**config.mk**
```make
export PLATFORM = sky130hd
export DESIGN_NAME = life_generation_line_engine_flat
export DESIGN_NICKNAME = d
export VERILOG_FILES = /design/src/lgl_pkg.sv /design/src/lgl_ifs.sv /design/src/lgl_lane.sv /design/src/lgl_row.sv /design/src/life_generation_line_engine.sv /design/src/flat_wrapper.sv
export SDC_FILE = /design/constraint.sdc
export NUM_CORES = 2
export LEC_CHECK = 0
export ABC_CLOCK_PERIOD_IN_PS = 50600
export BUFFER_PORTS_ARGS = -buffer_cell sky130_fd_sc_hd__buf_4
export CORE_UTILIZATION = 61
export CTS_CLUSTER_DIAMETER = 50
export DETAILED_ROUTE_END_ITERATION = 16
export GPL_TIMING_DRIVEN = 0
export PLACE_DENSITY = 0.79
export SLEW_MARGIN = 20
export SYNTH_ARGS = -nofsm -noshare
export SYNTH_HDL_FRONTEND = slang
export SYNTH_HIERARCHICAL = 1
export SYNTH_SLANG_ARGS = --single-unit
```
**constraint.sdc**
```tcl
create_clock -name clk -period 50.6 [get_ports clk]
set_input_delay 5.06 -clock clk [delete_from_list [all_inputs] [get_ports clk]]
set_output_delay 5.06 -clock clk [all_outputs]
set_load 0.005 [all_outputs]
```
**src/lgl_pkg.sv**
```systemverilog
// shared types, constants and helpers for the life generation line engine
// no dependencies; every other file imports this package
`default_nettype none

package lgl_pkg;

    localparam int LINE_CELLS = 64;
    localparam int LEN_W      = 7;
    localparam int CNT_W      = 4;

    // b3/s23 neighbour counts
    localparam logic [CNT_W-1:0] BIRTH_COUNT   = CNT_W'(3);
    localparam logic [CNT_W-1:0] SURVIVE_LOW   = CNT_W'(2);
    localparam logic [CNT_W-1:0] SURVIVE_LIMIT = CNT_W'(4);

    localparam logic [LEN_W-1:0] LEN_RESET = LEN_W'(32);

    typedef logic [LINE_CELLS-1:0] line_t;

    // 3x3 window around one cell
    typedef struct packed {
        logic [2:0] up;
        logic       left;
        logic       centre;
        logic       right;
        logic [2:0] down;
    } nbhd_t;

    typedef struct packed {
        line_t next_cells;
        line_t born_mask;
        line_t died_mask;
        logic  generation_done;
    } result_t;

    // lanes below the length are in use; lengths beyond the line saturate
    function automatic line_t lane_mask(input logic [LEN_W-1:0] len);
        line_t m;
        for (int i = 0; i < LINE_CELLS; i++)
        begin
            m[i] = (int'(len) > i);
        end
        return m;
    endfunction

endpackage

`default_nettype wire

```
**src/lgl_ifs.sv**
```systemverilog
// handshake channels of the life generation line engine: line in, result out, config
// depends on lgl_pkg
`default_nettype none

interface lgl_line_if;
    import lgl_pkg::*;
    logic  valid;
    logic  ready;
    line_t cells;
    logic  final_line;
    modport source (output valid, output cells, output final_line, input ready);
    modport sink   (input valid, input cells, input final_line, output ready);
endinterface

interface lgl_result_if;
    import lgl_pkg::*;
    logic  valid;
    logic  ready;
    line_t next_cells;
    line_t born_mask;
    line_t died_mask;
    logic  generation_done;
    modport source (output valid, output next_cells, output born_mask, output died_mask,
                    output generation_done, input ready);
    modport sink   (input valid, input next_cells, input born_mask, input died_mask,
                    input generation_done, output ready);
endinterface

interface lgl_cfg_if;
    import lgl_pkg::*;
    logic             valid;
    logic             ready;
    logic [LEN_W-1:0] line_length;
    modport source (output valid, output line_length, input ready);
    modport sink   (input valid, input line_length, output ready);
endinterface

`default_nettype wire

```
**src/lgl_lane.sv**
```systemverilog
// one cell lane: neighbour count and the b3/s23 rule
// depends on lgl_pkg
`default_nettype none

module lgl_lane (
    input  var lgl_pkg::nbhd_t hood,
    output logic               lives
);
    import lgl_pkg::*;

    logic [CNT_W-1:0] cnt;

    assign cnt = CNT_W'($countones({hood.up, hood.left, hood.right, hood.down}));

    always_comb
    begin
        if (hood.centre)
            lives = (cnt >= SURVIVE_LOW) && (cnt < SURVIVE_LIMIT);
        else
            lives = (cnt == BIRTH_COUNT);
    end

endmodule

`default_nettype wire

```
**src/lgl_row.sv**
```systemverilog
// row of cell lanes plus the merge that masks lanes and forms born and died masks
// depends on lgl_pkg and lgl_lane
`default_nettype none

module lgl_row (
    input  var lgl_pkg::line_t   up,
    input  var lgl_pkg::line_t   mid,
    input  var lgl_pkg::line_t   down,
    input  var lgl_pkg::line_t   mask,
    input  logic                 done,
    output lgl_pkg::result_t     res
);
    import lgl_pkg::*;

    line_t up_m;
    line_t mid_m;
    line_t down_m;
    line_t lives;
    line_t nxt;

    assign up_m   = up & mask;
    assign mid_m  = mid & mask;
    assign down_m = down & mask;

    for (genvar i = 0; i < LINE_CELLS; i++)
    begin : g_lane
        nbhd_t hood;

        // cells beyond either end of the line are dead
        if (i == 0)
        begin : g_first
            assign hood.up[0]   = 1'b0;
            assign hood.left    = 1'b0;
            assign hood.down[0] = 1'b0;
        end
        else
        begin : g_inner_l
            assign hood.up[0]   = up_m[i-1];
            assign hood.left    = mid_m[i-1];
            assign hood.down[0] = down_m[i-1];
        end

        if (i == LINE_CELLS-1)
        begin : g_last
            assign hood.up[2]   = 1'b0;
            assign hood.right   = 1'b0;
            assign hood.down[2] = 1'b0;
        end
        else
        begin : g_inner_r
            assign hood.up[2]   = up_m[i+1];
            assign hood.right   = mid_m[i+1];
            assign hood.down[2] = down_m[i+1];
        end

        assign hood.up[1]   = up_m[i];
        assign hood.centre  = mid_m[i];
        assign hood.down[1] = down_m[i];

        lgl_lane u_lane (
            .hood  (hood),
            .lives (lives[i])
        );
    end

    assign nxt = lives & mask;

    assign res.next_cells      = nxt;
    assign res.born_mask       = nxt & ~mid_m;
    assign res.died_mask       = mid_m & ~nxt;
    assign res.generation_done = done;

endmodule

`default_nettype wire

```
**src/life_generation_line_engine.sv**
```systemverilog
// life generation line engine top: line window, two lane rows, output buffer
// depends on lgl_pkg, lgl_ifs, lgl_row
// a result is registered into the output buffer on the beat that causes it and is offered in order
// line beats are taken one per cycle while at most one result waits in the buffer; a final line
// yields two result beats when a line is held (one when none is), which can hold off the next line
// reset: line window cleared (all dead), no lines held, buffer empty, line_length 32
`default_nettype none

module life_generation_line_engine (
    input  logic           clk,
    input  logic           rst_n,
    lgl_line_if.sink       line_in,
    lgl_result_if.source   result_out,
    lgl_cfg_if.sink        cfg
);
    import lgl_pkg::*;

    localparam int BUF_DEPTH = 3;
    localparam int PTR_W     = 2;
    localparam int CNT_BW    = 2;

    // lane mask, kept decoded from the written length
    line_t mask_reg;
    line_t mask_next;

    // line window: the line above the held one and the held one
    line_t above_reg;
    line_t above_next;
    line_t middle_reg;
    line_t middle_next;
    logic  seen_reg;
    logic  seen_next;

    // output buffer, three entries so a two-result beat fits behind one waiting beat
    result_t            buf_reg [BUF_DEPTH];
    logic [PTR_W-1:0]   wr_ptr_reg;
    logic [PTR_W-1:0]   wr_ptr_next;
    logic [PTR_W-1:0]   rd_ptr_reg;
    logic [PTR_W-1:0]   rd_ptr_next;
    logic [CNT_BW-1:0]  count_reg;
    logic [CNT_BW-1:0]  count_next;

    logic    in_fire;
    logic    out_fire;
    logic    push_a;
    logic    push_b;
    line_t   cur;
    result_t res_a;
    result_t res_b;
    logic [PTR_W-1:0] slot_b;

    function automatic logic [PTR_W-1:0] ptr_inc(input logic [PTR_W-1:0] p);
        return (p == PTR_W'(BUF_DEPTH-1)) ? '0 : p + PTR_W'(1);
    endfunction

    // config: always ready; the user must write it only while idle, the block does not enforce this
    assign cfg.ready = 1'b1;
    assign mask_next = (cfg.valid) ? lane_mask(cfg.line_length) : mask_reg;

    // handshakes
    assign line_in.ready    = (count_reg <= CNT_BW'(1));
    assign in_fire          = line_in.valid & line_in.ready;
    assign result_out.valid = (count_reg != '0);
    assign out_fire         = result_out.valid & result_out.ready;

    assign cur = line_in.cells & mask_reg;

    // result for the held line, once its line below has arrived
    assign push_a = in_fire & seen_reg;
    // result for the final line itself, line below dead
    assign push_b = in_fire & line_in.final_line;

    lgl_row u_row_held (
        .up   (above_reg),
        .mid  (middle_reg),
        .down (cur),
        .mask (mask_reg),
        .done (1'b0),
        .res  (res_a)
    );

    // middle_reg is all dead when no line is held, so a lone line sees dead neighbours
    lgl_row u_row_final (
        .up   (middle_reg),
        .mid  (cur),
        .down ('0),
        .mask (mask_reg),
        .done (1'b1),
        .res  (res_b)
    );

    // window update
    always_comb
    begin
        above_next  = above_reg;
        middle_next = middle_reg;
        seen_next   = seen_reg;
        if (in_fire)
        begin
            if (line_in.final_line)
            begin
                above_next  = '0;
                middle_next = '0;
                seen_next   = 1'b0;
            end
            else
            begin
                above_next  = middle_reg;
                middle_next = cur;
                seen_next   = 1'b1;
            end
        end
    end

    // buffer pointers and fill count
    always_comb
    begin
        slot_b      = push_a ? ptr_inc(wr_ptr_reg) : wr_ptr_reg;
        wr_ptr_next = wr_ptr_reg;
        if (push_b)
            wr_ptr_next = ptr_inc(slot_b);
        else if (push_a)
            wr_ptr_next = ptr_inc(wr_ptr_reg);
        rd_ptr_next = out_fire ? ptr_inc(rd_ptr_reg) : rd_ptr_reg;
        count_next  = CNT_BW'({1'b0, count_reg} + {2'b0, push_a} + {2'b0, push_b}
                              - {2'b0, out_fire});
    end

    always_ff @(posedge clk or negedge rst_n)
    begin
        if (!rst_n)
        begin
            mask_reg   <= lane_mask(LEN_RESET);
            above_reg  <= '0;
            middle_reg <= '0;
            seen_reg   <= 1'b0;
            wr_ptr_reg <= '0;
            rd_ptr_reg <= '0;
            count_reg  <= '0;
        end
        else
        begin
            mask_reg   <= mask_next;
            above_reg  <= above_next;
            middle_reg <= middle_next;
            seen_reg   <= seen_next;
            wr_ptr_reg <= wr_ptr_next;
            rd_ptr_reg <= rd_ptr_next;
            count_reg  <= count_next;
        end
    end

    // buffer payload, no reset needed
    always_ff @(posedge clk)
    begin
        if (push_a)
            buf_reg[wr_ptr_reg] <= res_a;
        if (push_b)
            buf_reg[slot_b] <= res_b;
    end

    assign result_out.next_cells      = buf_reg[rd_ptr_reg].next_cells;
    assign result_out.born_mask       = buf_reg[rd_ptr_reg].born_mask;
    assign result_out.died_mask       = buf_reg[rd_ptr_reg].died_mask;
    assign result_out.generation_done = buf_reg[rd_ptr_reg].generation_done;

endmodule

`default_nettype wire

```
**src/flat_wrapper.sv**
```systemverilog
// flat-port wrapper written by rule: the top's interface ports become plain ports
module life_generation_line_engine_flat import lgl_pkg::*;
  (clk, rst_n, line_in_valid, line_in_cells, line_in_final_line, line_in_ready, result_out_valid, result_out_next_cells, result_out_born_mask, result_out_died_mask, result_out_generation_done, result_out_ready, cfg_valid, cfg_line_length, cfg_ready);
  lgl_line_if line_in_i ();
  lgl_result_if result_out_i ();
  lgl_cfg_if cfg_i ();
  input  logic clk;
  input  logic rst_n;
  input wire logic [$bits(line_in_i.valid)-1:0] line_in_valid;
  input wire logic [$bits(line_in_i.cells)-1:0] line_in_cells;
  input wire logic [$bits(line_in_i.final_line)-1:0] line_in_final_line;
  output wire logic [$bits(line_in_i.ready)-1:0] line_in_ready;
  output wire logic [$bits(result_out_i.valid)-1:0] result_out_valid;
  output wire logic [$bits(result_out_i.next_cells)-1:0] result_out_next_cells;
  output wire logic [$bits(result_out_i.born_mask)-1:0] result_out_born_mask;
  output wire logic [$bits(result_out_i.died_mask)-1:0] result_out_died_mask;
  output wire logic [$bits(result_out_i.generation_done)-1:0] result_out_generation_done;
  input wire logic [$bits(result_out_i.ready)-1:0] result_out_ready;
  input wire logic [$bits(cfg_i.valid)-1:0] cfg_valid;
  input wire logic [$bits(cfg_i.line_length)-1:0] cfg_line_length;
  output wire logic [$bits(cfg_i.ready)-1:0] cfg_ready;
  assign line_in_i.valid = line_in_valid;
  assign line_in_i.cells = line_in_cells;
  assign line_in_i.final_line = line_in_final_line;
  assign line_in_ready = line_in_i.ready;
  assign result_out_valid = result_out_i.valid;
  assign result_out_next_cells = result_out_i.next_cells;
  assign result_out_born_mask = result_out_i.born_mask;
  assign result_out_died_mask = result_out_i.died_mask;
  assign result_out_generation_done = result_out_i.generation_done;
  assign result_out_i.ready = result_out_ready;
  assign cfg_i.valid = cfg_valid;
  assign cfg_i.line_length = cfg_line_length;
  assign cfg_ready = cfg_i.ready;
  life_generation_line_engine u_core (.clk(clk), .rst_n(rst_n), .line_in(line_in_i), .result_out(result_out_i), .cfg(cfg_i));
endmodule
```
==> impl_summary.txt <==
----------------------------------------------------
[Synthesis]
  Average cell area after synthesis ... approximately 10 µm²
  Sequential share of the synthesized area ... 32.75%
  Asr flop ratio synth ... about a quarter
  Simple-gate area share of the yosys netlist ... between 15 and 20%
  Most common library cells after synthesis ... sky130_fd_sc_hd__inv_1, sky130_fd_sc_hd__edfxtp_1, sky130_fd_sc_hd__and2_1
  Multiplexer fraction of the synthesized cell area ... between 10% and 20%
  Ys Warns ... 6
  Post-synthesis xor/xnor area fraction ... less than 1%
  Share of Yosys cell area claimed by the top area cell type ... approximately a quarter
  Cells taking the most area after synthesis ... sky130_fd_sc_hd__edfxtp_1, sky130_fd_sc_hd__fa_1, sky130_fd_sc_hd__inv_1, sky130_fd_sc_hd__mux2_2, sky130_fd_sc_hd__ha_1
  Library cell with the largest summed area after synthesis ... sky130_fd_sc_hd__edfxtp_1
  Combinational family with the most area after synthesis ... adder cells
  Complex-gate fraction of the synthesized area ... 8.123%
  Number of enable flip-flop cells after synthesis ... ~580
  Mapped Cells ... between 6,000 and 7,000
  Most used standard cell by instance count after synthesis ... sky130_fd_sc_hd__inv_1
  Leading register cell type out of synthesis ... sky130_fd_sc_hd__edfxtp_1
  Post-synthesis cell area ... around 0.068 mm²
  Count of unique library cells instantiated by Yosys ... 65
  Number of synthesized register bits ... approximately 780
  Adder and majority gate portion of the synthesized area ... 22.05%

[Job]
  Total of max-cap violations ... 0

[Critical path]
  CP Capture Point ... result_out_born_mask[29]
  Cell with the most instances on the worst path ... sky130_fd_sc_hd__buf_2
  Critical path required time ... about 46 ns
  Crit path max fanout ... 10
  Flop-to-flop setup slack ... ~46 ns
  Crit path largest cell delay ... 0.97 ns
  Depth of the most critical reg-to-reg path ... 13
  Crit path buffers/inverters ... 4
  Logic depth of the worst setup path including buffers ... 6
  Cell breakdown of the critical path ... buf_2 > buf_2 > buf_2 > mux2i_1 > o21ai_0 > buf_4
  Critical Path Slowest Stage Cell ... sky130_fd_sc_hd__o21ai_0
  Family of cells with the greatest summed delay on the critical path ... buffers and inverters
  Startpoint of the worst-slack reg-to-reg timing path ... u_core/mask_reg[12]
  Worst setup SP type ... flop
  Capture point of the worst reg-to-reg path ... u_core/buf_reg[2][14]
  CP Launch Point ... u_core/rd_ptr_reg[0]
  Data arrival time of the worst path ... around 3.9 ns
  Kind of critical path ... reg2out
  Crit path capture type ... output pin

[Clocking]
  Bufs on Longest Clock Path ... 3
  PostCTS Resize Cnt ... 0
  Count of H-tree levels built during CTS ... 3
  Clock tree from TritonCTS ... yes
  CTS Buf Count ... 100
  Clock-pin slew of the registers on the worst-case setup and hold paths ... roughly 0.060 ns
  Insertion delay of the later-clocked pin in the worst-skew pair ... about 0.69 ns
  Root buffer selected by CTS ... sky130_fd_sc_hd__clkbuf_16
  Count of hold buffers inserted by post-cts repair ... 0
  Number of buffers inserted to repair setup after CTS ... 0
  TritonCTS sink count ... 778

[Global routing]
  Largest net degree at the start of global routing ... slightly above 80
  Sum of overflow across all layers after global routing ... 0
  Initial antenna violation count ... 20
  GR Util All Layers ... a little under two fifths
  Number of global-route vias before repair ... about 52,000
  First-pass GRT wire length ... 312,300 µm

[STA]
  Relative slew slack ... around an eighth
  Final Hold Viols ... 0
  Final critical path time including I/O delays and setup ... ~9 ns
  Count of final max-slew check failures ... 0
  Transition time at the pin with the least slew margin ... between 1 and 1.5 ns
  Final Cycle Share ... between 10% and 20%
  Worst-case clock skew ... approximately 0.033 ns
  Peak clock frequency supported by timing ... between 0.1 and 0.15 GHz
  Final setup fails ... 0
  Aggregate negative setup slack ... 0 ns
  Unrepaired setup endpoints after global routing ... false

[Floorplanning]
  Number of ports placed on the die boundary ... about 270
  Initial cell density of the core ... 61.65%
  Die height ... 336.9 µm
  DIE AREA ... approximately 0.11 mm²
  DIE WIDTH ... between 300 and 400 µm
  Std-Cell Core Area ... 0.1110 mm²
  Rows ... between 100 and 150

[Routing]
  Detailed-routing iteration count for the pre-antenna-repair pass ... 7
  Initial DRC count ... roughly 5,000
  Total number of vias ... 51,380
  Antenna violation net count after detailed routing ... 0
  Routed wire length per instance ... 24.43 µm
  DRC violation count after routing ... 0
  Mean number of vias per cell ... 5.940
  Wire length after detailed routing ... ~210,000 µm

[Outcome]
  Run status ... finished, final reports clean

[Power]
  Leakage component of the power ... approximately 37 nW
  Peak supply drop ... ~0.053 mV
  Power density over the cells ... around 60 mW/mm²

[Place]
  Buffers added on ports ... 268
  Gp weighted congestion ... ~1.0
  Post-placement cell area ... roughly 0.074 mm²
  Half-perimeter wire length of the detailed placement result ... 159,000 µm

[Min path]
  Worst hold path class ... reg2reg

[Final layout]
  Relative area change from synthesis to final layout ... 13.27%
  Max reg flops ... between 500 and 600
  Share of final-layout standard cells stronger than drive strength 1 ... between 10% and 20%
  Post-Layout Inst Area ... between 0.07 and 0.08 mm²
  Net total in the final layout ... between 8,000 and 9,000

----------------------------------------------------
[cell usage in the layout, fill, tap and decap left out, types with 128 or more instances in the layout]
master / instances
sky130_fd_sc_hd__inv_1: 1414
sky130_fd_sc_hd__edfxtp_1: 579
sky130_fd_sc_hd__mux2i_1: 193
sky130_fd_sc_hd__nand3b_1: 193
sky130_fd_sc_hd__o21ai_0: 402
sky130_fd_sc_hd__fa_1: 513
sky130_fd_sc_hd__dfrtp_1: 167
sky130_fd_sc_hd__nand2_1: 458
sky130_fd_sc_hd__mux2_2: 448
sky130_fd_sc_hd__and2_1: 572
sky130_fd_sc_hd__o211a_1: 128
sky130_fd_sc_hd__and3b_1: 257
sky130_fd_sc_hd__buf_4: 273
sky130_fd_sc_hd__mux2_1: 136
sky130_fd_sc_hd__ha_1: 385
[worst min-delay path by stage]
stage	startpoint	end	slack (ns)	depth (start not counted)
finish	u_core/above_reg[61]	u_core/above_reg[61]	0.46	2
detailed placement	u_core/above_reg[18]	u_core/above_reg[18]	0.45	2
CTS	u_core/above_reg[61]	u_core/above_reg[61]	0.46	2
global route	u_core/above_reg[51]	u_core/above_reg[51]	0.48	2
floorplan	u_core/above_reg[63]	u_core/above_reg[63]	0.43	2
global placement	u_core/above_reg[29]	u_core/above_reg[29]	0.44	2
[per-stage QoR]
stage	setup WS [ns]	power, mW	util (%)	std cells	hold slack [ns]
6_report	41.67	4.635	69.84	8650	0.4565
3_3_place_gp	16.08	3.656	65.40	8392	0.4411
5_1_grt	41.79	4.915	69.81	8638	0.4782
4_1_cts	41.97	4.558	69.80	8637	0.4602
3_5_place_dp	41.29	3.762	66.62	8450	0.4484
2_1_floorplan	29.89	2.792	-	6636	0.4309
[worst min-delay path: stages, from the launching register on]
cell and delay (ns):
sky130_fd_sc_hd__dfrtp_1 0.33, sky130_fd_sc_hd__nand2_1 0.05, sky130_fd_sc_hd__nand2_1 0.05
[cell families after synthesis]
family / after synthesis
other: 4
AOI/OAI and AO/OA: 767
buffers and inverters: 1624
adders and majority gates: 898
and+or+nand+nor: 1709
muxes: 777
DFF: 778
xor gates and xnor gates: 4
[layer usage]
layer / vias up / routed length (µm) / global-route usage, %
met5: - / 117 / 0
met1: 25460 / 78300 / 45.94
met4: 18 / 15020 / 24.08
met2: 2587 / 96260 / 59.04
li1: 22630 / - / -
met3: 679 / 21590 / 8.938
[power breakdown]
group	switching, mW	internal, mW	leakage [nW]
clock network	0.304	0.457	1.70
registers	0.0794	0.932	7.88
logic	1.66	1.20	27.8
total	2.05	2.59	37.4
[cell type report]
type,instances,area [µm²]
Clock inverter,71,925.9
Tap cell,1488,1862
Sequential cell,778,22410
Clock buffer,116,2604
Antenna cell,12,30.03
Timing Repair Buffer,327,3293
Multi-Input combinational cell,4234,39840
Fill cell,8224,33470
Buffer,209,1231
Inverter,1415,5311
Power figures use the tool's default switching activity.
